$ cat config.mk
export PLATFORM = sky130hd
export DESIGN_NAME = rgb565_bilinear_sampler_top
export DESIGN_NICKNAME = d
export VERILOG_FILES = /design/src/rtl/core/rbs_pkg.sv /design/src/rtl/core/rbs_hblend.sv /design/src/rtl/core/rbs_vblend.sv /design/src/rtl/core/rbs_finish.sv /design/src/rtl/core/rgb565_bilinear_sampler_top.sv
export SDC_FILE = /design/constraint.sdc
export NUM_CORES = 2
export LEC_CHECK = 0
export BUFFER_PORTS_ARGS = -buffer_cell sky130_fd_sc_hd__buf_2
export CORE_ASPECT_RATIO = 2
export CORE_UTILIZATION = 40
export CTS_CLUSTER_DIAMETER = 50
export DETAILED_ROUTE_END_ITERATION = 12
export GPL_ROUTABILITY_DRIVEN = 0
export GPL_TIMING_DRIVEN = 0
export PLACE_DENSITY = 0.62
export SLEW_MARGIN = 10
export SYNTH_ARGS = -nofsm -noshare
export SYNTH_HDL_FRONTEND = slang
export SYNTH_SLANG_ARGS = --single-unit
$ cat constraint.sdc
create_clock -name clk -period 7.36 [get_ports clk]
set_input_delay 0.368 -clock clk [delete_from_list [all_inputs] [get_ports clk]]
set_output_delay 0.368 -clock clk [all_outputs]
set_load 0.01 [all_outputs]
$ cat src/rtl/core/rbs_pkg.sv
// Shared types and constants for the RGB565 bilinear sampler.
`timescale 1ns / 1ps

package rbs_pkg;

  localparam int RED_W  = 5;
  localparam int GRN_W  = 6;
  localparam int BLU_W  = 5;
  localparam int PIX_W  = 16;
  localparam int FRAC_W = 8;

  // Bit positions of each channel inside an RGB565 word
  localparam int RED_LSB = 11;
  localparam int GRN_LSB = 5;
  localparam int BLU_LSB = 0;

  // Unit weight (1.0 in 1/256 steps) and rounding bias for the final >> 16
  localparam logic [FRAC_W:0] WEIGHT_ONE = 9'd256;
  localparam logic [15:0]     ROUND_BIAS = 16'h8000;
  localparam int              OUT_SHIFT  = 16;

  // Sideband carried alongside the horizontal blend stage
  typedef struct packed {
    logic              vld;
    logic              uni;
    logic              we;
    logic [PIX_W-1:0]  pix;
    logic [FRAC_W-1:0] fy;
  } rbs_s1_t;

  // Sideband carried alongside the vertical blend stage
  typedef struct packed {
    logic             vld;
    logic             uni;
    logic             we;
    logic [PIX_W-1:0] pix;
  } rbs_s2_t;

endpackage

$ cat src/rtl/core/rbs_hblend.sv
// Horizontal blend of one color channel for the top and bottom pixel rows.
`timescale 1ns / 1ps

module rbs_hblend
  import rbs_pkg::*;
#(
  parameter int CW = 5
) (
  input  logic                clk,
  input  logic [CW-1:0]       tl,
  input  logic [CW-1:0]       tr,
  input  logic [CW-1:0]       bl,
  input  logic [CW-1:0]       br,
  input  logic [FRAC_W-1:0]   fx,
  output logic [CW+FRAC_W-1:0] top_r,
  output logic [CW+FRAC_W-1:0] bot_r
);

  localparam int HW = CW + FRAC_W;

  logic [FRAC_W:0] inv_x;
  logic [HW-1:0]   top_nxt;
  logic [HW-1:0]   bot_nxt;

  assign inv_x   = WEIGHT_ONE - {1'b0, fx};
  assign top_nxt = HW'(tl) * HW'(inv_x) + HW'(tr) * HW'(fx);
  assign bot_nxt = HW'(bl) * HW'(inv_x) + HW'(br) * HW'(fx);

  always_ff @(posedge clk) begin
    top_r <= top_nxt;
    bot_r <= bot_nxt;
  end

endmodule

$ cat src/rtl/core/rbs_vblend.sv
// Vertical blend and rounding of one color channel.
`timescale 1ns / 1ps

module rbs_vblend
  import rbs_pkg::*;
#(
  parameter int CW = 5
) (
  input  logic                 clk,
  input  logic [CW+FRAC_W-1:0] top,
  input  logic [CW+FRAC_W-1:0] bot,
  input  logic [FRAC_W-1:0]    fy,
  output logic [CW-1:0]        chan_r
);

  localparam int VW = CW + 2 * FRAC_W;

  logic [FRAC_W:0] inv_y;
  logic [VW-1:0]   sum;
  logic [CW-1:0]   chan_nxt;

  assign inv_y    = WEIGHT_ONE - {1'b0, fy};
  assign sum      = VW'(top) * VW'(inv_y) + VW'(bot) * VW'(fy) + VW'(ROUND_BIAS);
  assign chan_nxt = sum[VW-1:OUT_SHIFT];

  always_ff @(posedge clk) begin
    chan_r <= chan_nxt;
  end

endmodule

$ cat src/rtl/core/rbs_finish.sv
// Output stage: uniform bypass, grey detect and result registers.
`timescale 1ns / 1ps

module rbs_finish
  import rbs_pkg::*;
(
  input  logic             clk,
  input  logic             rst_n,
  input  rbs_s2_t          side,
  input  logic [RED_W-1:0] red,
  input  logic [GRN_W-1:0] grn,
  input  logic [BLU_W-1:0] blu,
  input  logic             themed,
  output logic             valid_r,
  output logic [PIX_W-1:0] pix_r,
  output logic             we_r,
  output logic             pal_r,
  output logic [GRN_W-1:0] idx_r
);

  logic [PIX_W-1:0] pix_nxt;
  logic             pal_nxt;

  // Pass a uniform neighborhood through untouched
  assign pix_nxt = side.uni ? side.pix : {red, grn, blu};

  assign pal_nxt = themed && side.we
                && (pix_nxt[RED_LSB +: RED_W] == pix_nxt[BLU_LSB +: BLU_W])
                && (pix_nxt[GRN_LSB+1 +: RED_W] == pix_nxt[RED_LSB +: RED_W]);

  always_ff @(posedge clk) begin
    if (!rst_n) begin
      valid_r <= 1'b0;
    end else begin
      valid_r <= side.vld;
    end
    pix_r <= pix_nxt;
    we_r  <= side.we;
    pal_r <= pal_nxt;
    idx_r <= pix_nxt[GRN_LSB +: GRN_W];
  end

endmodule

$ cat src/rtl/core/rgb565_bilinear_sampler_top.sv
// Top level of the RGB565 bilinear sampler.
`timescale 1ns / 1ps

// Blends four neighboring RGB565 pixels with 8-bit x and y fractions and
// rounds each channel. A transaction is taken on every cycle start is high;
// busy never rises, so one pixel per clock is sustained. Each result appears
// on the out_ ports for one cycle with out_valid high, once its start has
// passed the horizontal blend, vertical blend and output register stages.
// The receiver cannot stall, so results must be captured when
// out_valid is high. write_enable is low when all four pixels are zero.
// cfg_themed_enable is taken whenever cfg_valid is high; change it only
// while no transaction is in flight.
module rgb565_bilinear_sampler_top
  import rbs_pkg::*;
(
  input  logic              clk,
  input  logic              rst_n,
  input  logic              start,
  output logic              busy,
  input  logic [PIX_W-1:0]  in_top_left,
  input  logic [PIX_W-1:0]  in_top_right,
  input  logic [PIX_W-1:0]  in_bottom_left,
  input  logic [PIX_W-1:0]  in_bottom_right,
  input  logic [FRAC_W-1:0] in_frac_x,
  input  logic [FRAC_W-1:0] in_frac_y,
  output logic              out_valid,
  output logic [PIX_W-1:0]  out_blended_pixel,
  output logic              out_write_enable,
  output logic              out_use_palette,
  output logic [GRN_W-1:0]  out_palette_index,
  input  logic              cfg_valid,
  output logic              cfg_ready,
  input  logic              cfg_themed_enable
);

  logic    themed_r;
  rbs_s1_t s1_nxt;
  rbs_s1_t s1_r;
  rbs_s2_t s2_r;

  logic [RED_W+FRAC_W-1:0] red_top, red_bot;
  logic [GRN_W+FRAC_W-1:0] grn_top, grn_bot;
  logic [BLU_W+FRAC_W-1:0] blu_top, blu_bot;
  logic [RED_W-1:0]        red_v;
  logic [GRN_W-1:0]        grn_v;
  logic [BLU_W-1:0]        blu_v;

  assign busy      = 1'b0;
  assign cfg_ready = 1'b1;

  assign s1_nxt.vld = start;
  assign s1_nxt.uni = (in_top_left == in_top_right) && (in_top_left == in_bottom_left)
                   && (in_top_left == in_bottom_right);
  assign s1_nxt.we  = |(in_top_left | in_top_right | in_bottom_left | in_bottom_right);
  assign s1_nxt.pix = in_top_left;
  assign s1_nxt.fy  = in_frac_y;

  always_ff @(posedge clk) begin
    if (!rst_n) begin
      themed_r   <= 1'b0;
      s1_r.vld   <= 1'b0;
      s2_r.vld   <= 1'b0;
    end else begin
      if (cfg_valid && cfg_ready) begin
        themed_r <= cfg_themed_enable;
      end
      s1_r.vld <= s1_nxt.vld;
      s2_r.vld <= s1_r.vld;
    end
    s1_r.uni <= s1_nxt.uni;
    s1_r.we  <= s1_nxt.we;
    s1_r.pix <= s1_nxt.pix;
    s1_r.fy  <= s1_nxt.fy;
    s2_r.uni <= s1_r.uni;
    s2_r.we  <= s1_r.we;
    s2_r.pix <= s1_r.pix;
  end

  rbs_hblend #(.CW(RED_W)) u_h_red (
    .clk(clk),
    .tl(in_top_left[RED_LSB +: RED_W]), .tr(in_top_right[RED_LSB +: RED_W]),
    .bl(in_bottom_left[RED_LSB +: RED_W]), .br(in_bottom_right[RED_LSB +: RED_W]),
    .fx(in_frac_x), .top_r(red_top), .bot_r(red_bot)
  );

  rbs_hblend #(.CW(GRN_W)) u_h_grn (
    .clk(clk),
    .tl(in_top_left[GRN_LSB +: GRN_W]), .tr(in_top_right[GRN_LSB +: GRN_W]),
    .bl(in_bottom_left[GRN_LSB +: GRN_W]), .br(in_bottom_right[GRN_LSB +: GRN_W]),
    .fx(in_frac_x), .top_r(grn_top), .bot_r(grn_bot)
  );

  rbs_hblend #(.CW(BLU_W)) u_h_blu (
    .clk(clk),
    .tl(in_top_left[BLU_LSB +: BLU_W]), .tr(in_top_right[BLU_LSB +: BLU_W]),
    .bl(in_bottom_left[BLU_LSB +: BLU_W]), .br(in_bottom_right[BLU_LSB +: BLU_W]),
    .fx(in_frac_x), .top_r(blu_top), .bot_r(blu_bot)
  );

  rbs_vblend #(.CW(RED_W)) u_v_red (
    .clk(clk), .top(red_top), .bot(red_bot), .fy(s1_r.fy), .chan_r(red_v)
  );

  rbs_vblend #(.CW(GRN_W)) u_v_grn (
    .clk(clk), .top(grn_top), .bot(grn_bot), .fy(s1_r.fy), .chan_r(grn_v)
  );

  rbs_vblend #(.CW(BLU_W)) u_v_blu (
    .clk(clk), .top(blu_top), .bot(blu_bot), .fy(s1_r.fy), .chan_r(blu_v)
  );

  rbs_finish u_finish (
    .clk(clk),
    .rst_n(rst_n),
    .side(s2_r),
    .red(red_v),
    .grn(grn_v),
    .blu(blu_v),
    .themed(themed_r),
    .valid_r(out_valid),
    .pix_r(out_blended_pixel),
    .we_r(out_write_enable),
    .pal_r(out_use_palette),
    .idx_r(out_palette_index)
  );

endmodule
# Word-level counts from Yosys, hierarchy flattened

Index checks and enable logic that the tools add are counted.

Logic and storage cells: 71
Input port bits: 85
Output and inout bits: 27
Bits in registers: 168

Multiply operators: 18
Bitwise operators: 3
Add/subtract/negate cells: 14
Eq/ne operators: 5
Reduce and logical (&&, ||, !) cells: 6
Mux-type cells: 1

Operators by type and width:

| kind                                                              | count |
|---|---|
| 13-bit adder                                                      | 4 |
| 5-bit by 8-bit multiplier with 13-bit output                      | 4 |
| 5-bit by 9-bit multiplier with 13-bit output                      | 4 |
| 16-bit == test                                                    | 3 |
| 16-bit bitwise OR                                                 | 3 |
| 21-bit by 16-bit adder with 21-bit output, second input constant  | 2 |
| 21-bit adder                                                      | 2 |
| 13-bit by 8-bit multiplier with 21-bit output                     | 2 |
| 13-bit by 9-bit multiplier with 21-bit output                     | 2 |
| 14-bit adder                                                      | 2 |
| 6-bit by 8-bit multiplier with 14-bit output                      | 2 |
| 6-bit by 9-bit multiplier with 14-bit output                      | 2 |
| 22-bit by 16-bit adder with 22-bit output, second input constant  | 1 |
| 22-bit adder                                                      | 1 |
| 14-bit by 8-bit multiplier with 22-bit output                     | 1 |
| 14-bit by 9-bit multiplier with 22-bit output                     | 1 |
| 9-bit by 8-bit subtractor with 9-bit output, first input constant | 2 |
| 16-bit two-way mux                                                | 1 |
| 16-bit OR reduction                                               | 1 |
| 5-bit == test                                                     | 2 |
| 1-bit logical AND                                                 | 5 |

# Longest topological paths before layout

Depth in word-level cells: 4
Depth in mapped cells: 27
Mapped depth without buffers: 26

# Cells and area by module

Synthesis repeated with hierarchy kept, for this count alone.

Cells, all modules: 4,819
Area total of the unflattened synthesis: 43,610.6 um^2

By module, submodules not included:

| module                      | cells an instance | seq. area each (um^2) | times used | area each (um^2) |
|---|---|---|---|---|
| rbs_vblend at u_v_grn       | 889               | 120.1                 | 1          | 7,903.8 |
| rbs_vblend at u_v_blu       | 813               | 100.1                 | 1          | 7,247.0 |
| rbs_vblend at u_v_red       | 813               | 100.1                 | 1          | 7,234.4 |
| rbs_hblend at u_h_grn       | 801               | 560.5                 | 1          | 7,053.0 |
| rbs_hblend at u_h_red       | 628               | 520.5                 | 1          | 5,813.1 |
| rbs_hblend at u_h_blu       | 625               | 520.5                 | 1          | 5,795.6 |
| rgb565_bilinear_sampler_top | 169               | 940.9                 | 1          | 1,707.9 |
| rbs_finish                  | 81                | 380.4                 | 1          | 855.8 |

# Worst setup path after synthesis

OpenSTA, ideal clock, no wires.

Path type: reg2reg
Start point: register s1_r[0] (netlist name)
End point: register u_v_red.chan_r[3]
Buffers on the path: 2
Arrival: 6,052 ps
Cell stages (with the launch flop): 26
Path slack: 1,190 ps
Data required time: 7,242 ps
Cell sequence: dfxtp_1 inv_1 ha_1 nand2_1 or3_1 nor3_2 buf_2 buf_2 nand2_1 fa_1 inv_1 fa_1 fa_1 fa_1 fa_1 inv_1 fa_1 inv_1 ha_1 nand2_1 a2111oi_0 nand3_1 a31oi_1 o21a_1 nor2_1 xnor2_1

Word-level cells in the longest chain between the ends: 4
Elaborated cells on any way between the ends: 5

Ends and longest elaborated chain:

| what                                          | RTL line         | source |
|---|---|---|
| 9-bit by 8-bit subtractor with 9-bit output   | rbs_vblend.sv:22 | `assign inv_y = WEIGHT_ONE - {1'b0, fy};` |
| 13-bit by 9-bit multiplier with 21-bit output | rbs_vblend.sv:23 | `assign sum = VW'(top) * VW'(inv_y) + VW'(bot) * VW'(fy) + VW'(ROUND_BIAS);` |
| 21-bit adder *                                | rbs_vblend.sv:23 |  |
| 21-bit by 16-bit adder with 21-bit output *   | rbs_vblend.sv:23 |  |
| named net u_v_red.sum[19]                     | rbs_vblend.sv:19 | `logic [VW-1:0] sum;` |
| end signal: assignment                        | rbs_vblend.sv:27 | `chan_r <= chan_nxt;` |
| end: declaration                              | rbs_vblend.sv:13 | `output logic [CW-1:0] chan_r` |

The timed path passes the listed nets; every way through them passes the cells marked *.
A chain may end at the register's enable or synchronous reset.

# Final worst setup path

Start point: register s1_r[0] (netlist name)
End point: register u_v_red.chan_r[3]

Word-level cells in the longest chain between the ends: 4
Elaborated cells on any way between the ends: 5

Ends and longest elaborated chain:

| what                                          | RTL line |
|---|---|
| 9-bit by 8-bit subtractor with 9-bit output   | rbs_vblend.sv:22 |
| 13-bit by 9-bit multiplier with 21-bit output | rbs_vblend.sv:23 |
| 21-bit adder *                                | rbs_vblend.sv:23 |
| 21-bit by 16-bit adder with 21-bit output *   | rbs_vblend.sv:23 |
| named net u_v_red.sum[19]                     | rbs_vblend.sv:19 |

Marked as above.

==> metrics.md <==
| Metric | Value |
|---|---|
| Status | finished, final reports clean |
| Worst Path Required | 7.76 ns |
| Fin. Hold Viols | 0 |
| Drt first-iter violations | 1692 |
| Worst path slowest cell | fa_1 |
| Slew margin rel. | 0.226 |
| Slew Viols, Final | 0 |
| Worst EP arrival | 7.56 ns |
| Synth top area share | 0.427 |
| Post-synthesis sequential area ratio | 0.0758 |
| DR WL/cell | 22.0 um |
| Most used cell, CP | fa_1 |
| Asr flop ratio synth | 0 |
| 1st-pass router iterations | 6 |
| Clock transition at path regs | 0.08 ns |
| Clock buffer depth | 2 |
| Synthesized area per cell | 9.02 um^2 |
| Syn Nets | 6208 |
| EDFF count, synth | 0 |
| Tcrit/Tclk final | 0.972 |
| Critical path type | reg2reg |
| DRC | 0 |
| Max Fanout on Critical Path | 10 |
| Fin Hold WS | 0.0440 ns |
| Synth top area cells | fa_1, ha_1, inv_1 |
| Overflow after GRT | 0 |
| Hold crit path type | in2reg |
| Highest clock rate | 140 MHz |
| Seq cells post-synth | 162 |
| Worst-Margin Slew | 1.16 ns |
| Mapped Area | 42800 um^2 |
| Slowest cell delay on critical path | 0.60 ns |
| Synth unique cells | 65 |
| Placed cells | 6209 |
| Row count | 169 |
| CTS H-tree lvls | 4 |
| Largest net degree at the start of global routing | 17 |
| Most frequent cells in the layout | inv_1, fa_1, and2_1 |
| Cells after Synth | 4742 |
| Core area | 106000 um^2 |
| Commonest non-fill, non-tap cell in the layout | inv_1 |
| Share of post-route cells with drive strength above 1 | 0.0487 |
| Max cap viols | 0 |
| GRT Resource Usage Total | 0.267 |
| Vias per inst | 5.12 |
| DIE AREA | 108000 um^2 |
| Initial Util | 0.404 |
| Root Driver | clkbuf_16 |
| Worst Setup End Kind | flip-flop |
| Initial antenna violation count | 9 |
| NumNets Final | 6344 |
| IO Pins | 112 |
| Clk sinks | 162 |
| Synth Flop Type | dfxtp_1 |
| CP bufs+invs | 7 |
| Final WL | 138 mm |
| Post-route ant nets | 0 |
| Buffers on Ports | 99 |
| Finish-stage setup viols | 0 |
| Vias in the first global route | 35376 |
| Die Y | 465 um |
| Tmin final | 7.16 ns |
| CTS tree | done |
| Area grow syn2layout | 7.57% |
| Die W | 233 um |
| Synth warn | 0 |
| First-pass GRT wire length | 208 mm |
| Non-filler instance count after layout | 6266 |
| CP top delay family | adder cells |
| Vias | 32057 |
| Post-DP HPWL | 116 mm |
| TritonCTS buffer count | 17 |
| Largest area contributor in the synthesized netlist | fa_1 |
| Clk_lat worst skew | 0.51 ns |
| Crit path launch type | flip-flop |
| Worst Skew | 0.0185 ns |
[per-stage QoR]
step	setup TNS, ns	worst slack (ns)	cell area (um^2)	util
2_1_floorplan	0	1.19	42800	-
3_3_place_gp	-17.40	-0.878	45000	0.425
3_5_place_dp	-18.62	-0.936	45000	0.425
4_1_cts	0	0.0189	45800	0.433
5_1_grt	-0.110	-0.0580	46000	0.434
6_report	0	0.204	46000	0.434
[cells in the mapped netlist (4+ instances only)]
master and n:
inv_1 1219, xor2_1 23, dfxtp_1 162, nor2_1 100
nand2_1 546, clkbuf_1 172, xnor2_1 105, o22ai_1 8
nand4_1 9, ha_1 469, nand3_1 21, a2111o_1 4
nor4_1 26, nor2b_1 8, and3_1 22, fa_1 912
a211oi_1 6, a31o_2 4, a21oi_2 7, a221oi_1 5
o21ai_0 21, o21bai_1 6, nand2b_1 4, buf_2 8
buf_4 8, buf_1 12, or2_2 4, or3_1 10
and2_1 661, mux2_2 16, o21a_1 16, a21o_1 15
nor3_1 42, o211ai_1 8, a21oi_1 39
[worst register-to-register path, delay by kind of cell, from the launching register on]
kind / cells / cell delay (ns)
flip-flops: 1 / 0.42
AND/OR/NAND/NOR: 7 / 1.21
buffers and inverters: 7 / 0.96
AO/OA/AOI/OAI: 3 / 0.78
XOR/XNOR: 1 / 0.12
adder cells (fa/ha/maj): 8 / 3.60
[layout make-up]
type | instances | area, um^2
fillers | 10442 | 59900
multi-input cells | 3157 | 34300
inverters | 1220 | 4580
flip-flops and latches | 162 | 3240
well taps | 1368 | 1710
plain buffers | 203 | 896
repair buffers | 117 | 666
clock buffers | 19 | 443
clock inverters | 13 | 149
diodes | 7 | 17.5
[routing by layer]
layer	global-route usage	wire length, um	part of all wire
met4	0.297	18400	0.13
met5	0	11	0.000080
met2	0.464	69800	0.51
met1	0.255	42900	0.31
met3	0.0330	6740	0.049
[logic make-up (layout without fill, tap and decap cells)]
| kind of cell | Yosys count | after routing | share of synthesized area |
|---|---|---|---|
| adder cells (fa/ha/maj) | 1381 | 1381 | 0.564 |
| AO/OA/AOI/OAI | 162 | 162 | 0.0270 |
| AND/OR/NAND/NOR | 1466 | 1466 | 0.176 |
| buffers and inverters | 1423 | 1572 | 0.126 |
| multiplexers | 17 | 17 | 0.00445 |
| flip-flops | 162 | 162 | 0.0758 |
| XOR/XNOR | 129 | 129 | 0.0266 |
| other | 2 | 9 | 0.000176 |
[flip-flops by register name, summed over array words and instances (netlist names), 5 cells and up]
register and count:
u_finish.pix_r 16, u_h_grn.top_r 14, s1_r 27, u_v_red.chan_r 5, u_h_red.bot_r 13, u_h_blu.top_r 13, u_h_blu.bot_r 13, u_h_grn.bot_r 14
u_v_grn.chan_r 6, u_h_red.top_r 13, s2_r 19, u_v_blu.chan_r 5
[final timing paths]
kind,to,cells after the start,start,slack (ns)
worst min register to register,s2_r[0],0,s1_r[8],0.33
worst min-delay path,s1_r[12],1,in_top_left[4],0.04
worst max register to register,u_v_red.chan_r[3],26,s1_r[0],0.20
worst max-delay path,u_v_red.chan_r[3],26,s1_r[0],0.20
[timing repair]
item,4_1_cts,5_1_grt
endpoints found under the setup margin,21,12
endpoints found under the hold margin,14,0
cloned,0,0
resized for setup,31,64
buffers inserted,1,3
pin swaps,2,3
hold buffers,14,0
Power is not shown: default switching activity piles up to over one toggle a cycle in this logic, so the estimate is an artifact.
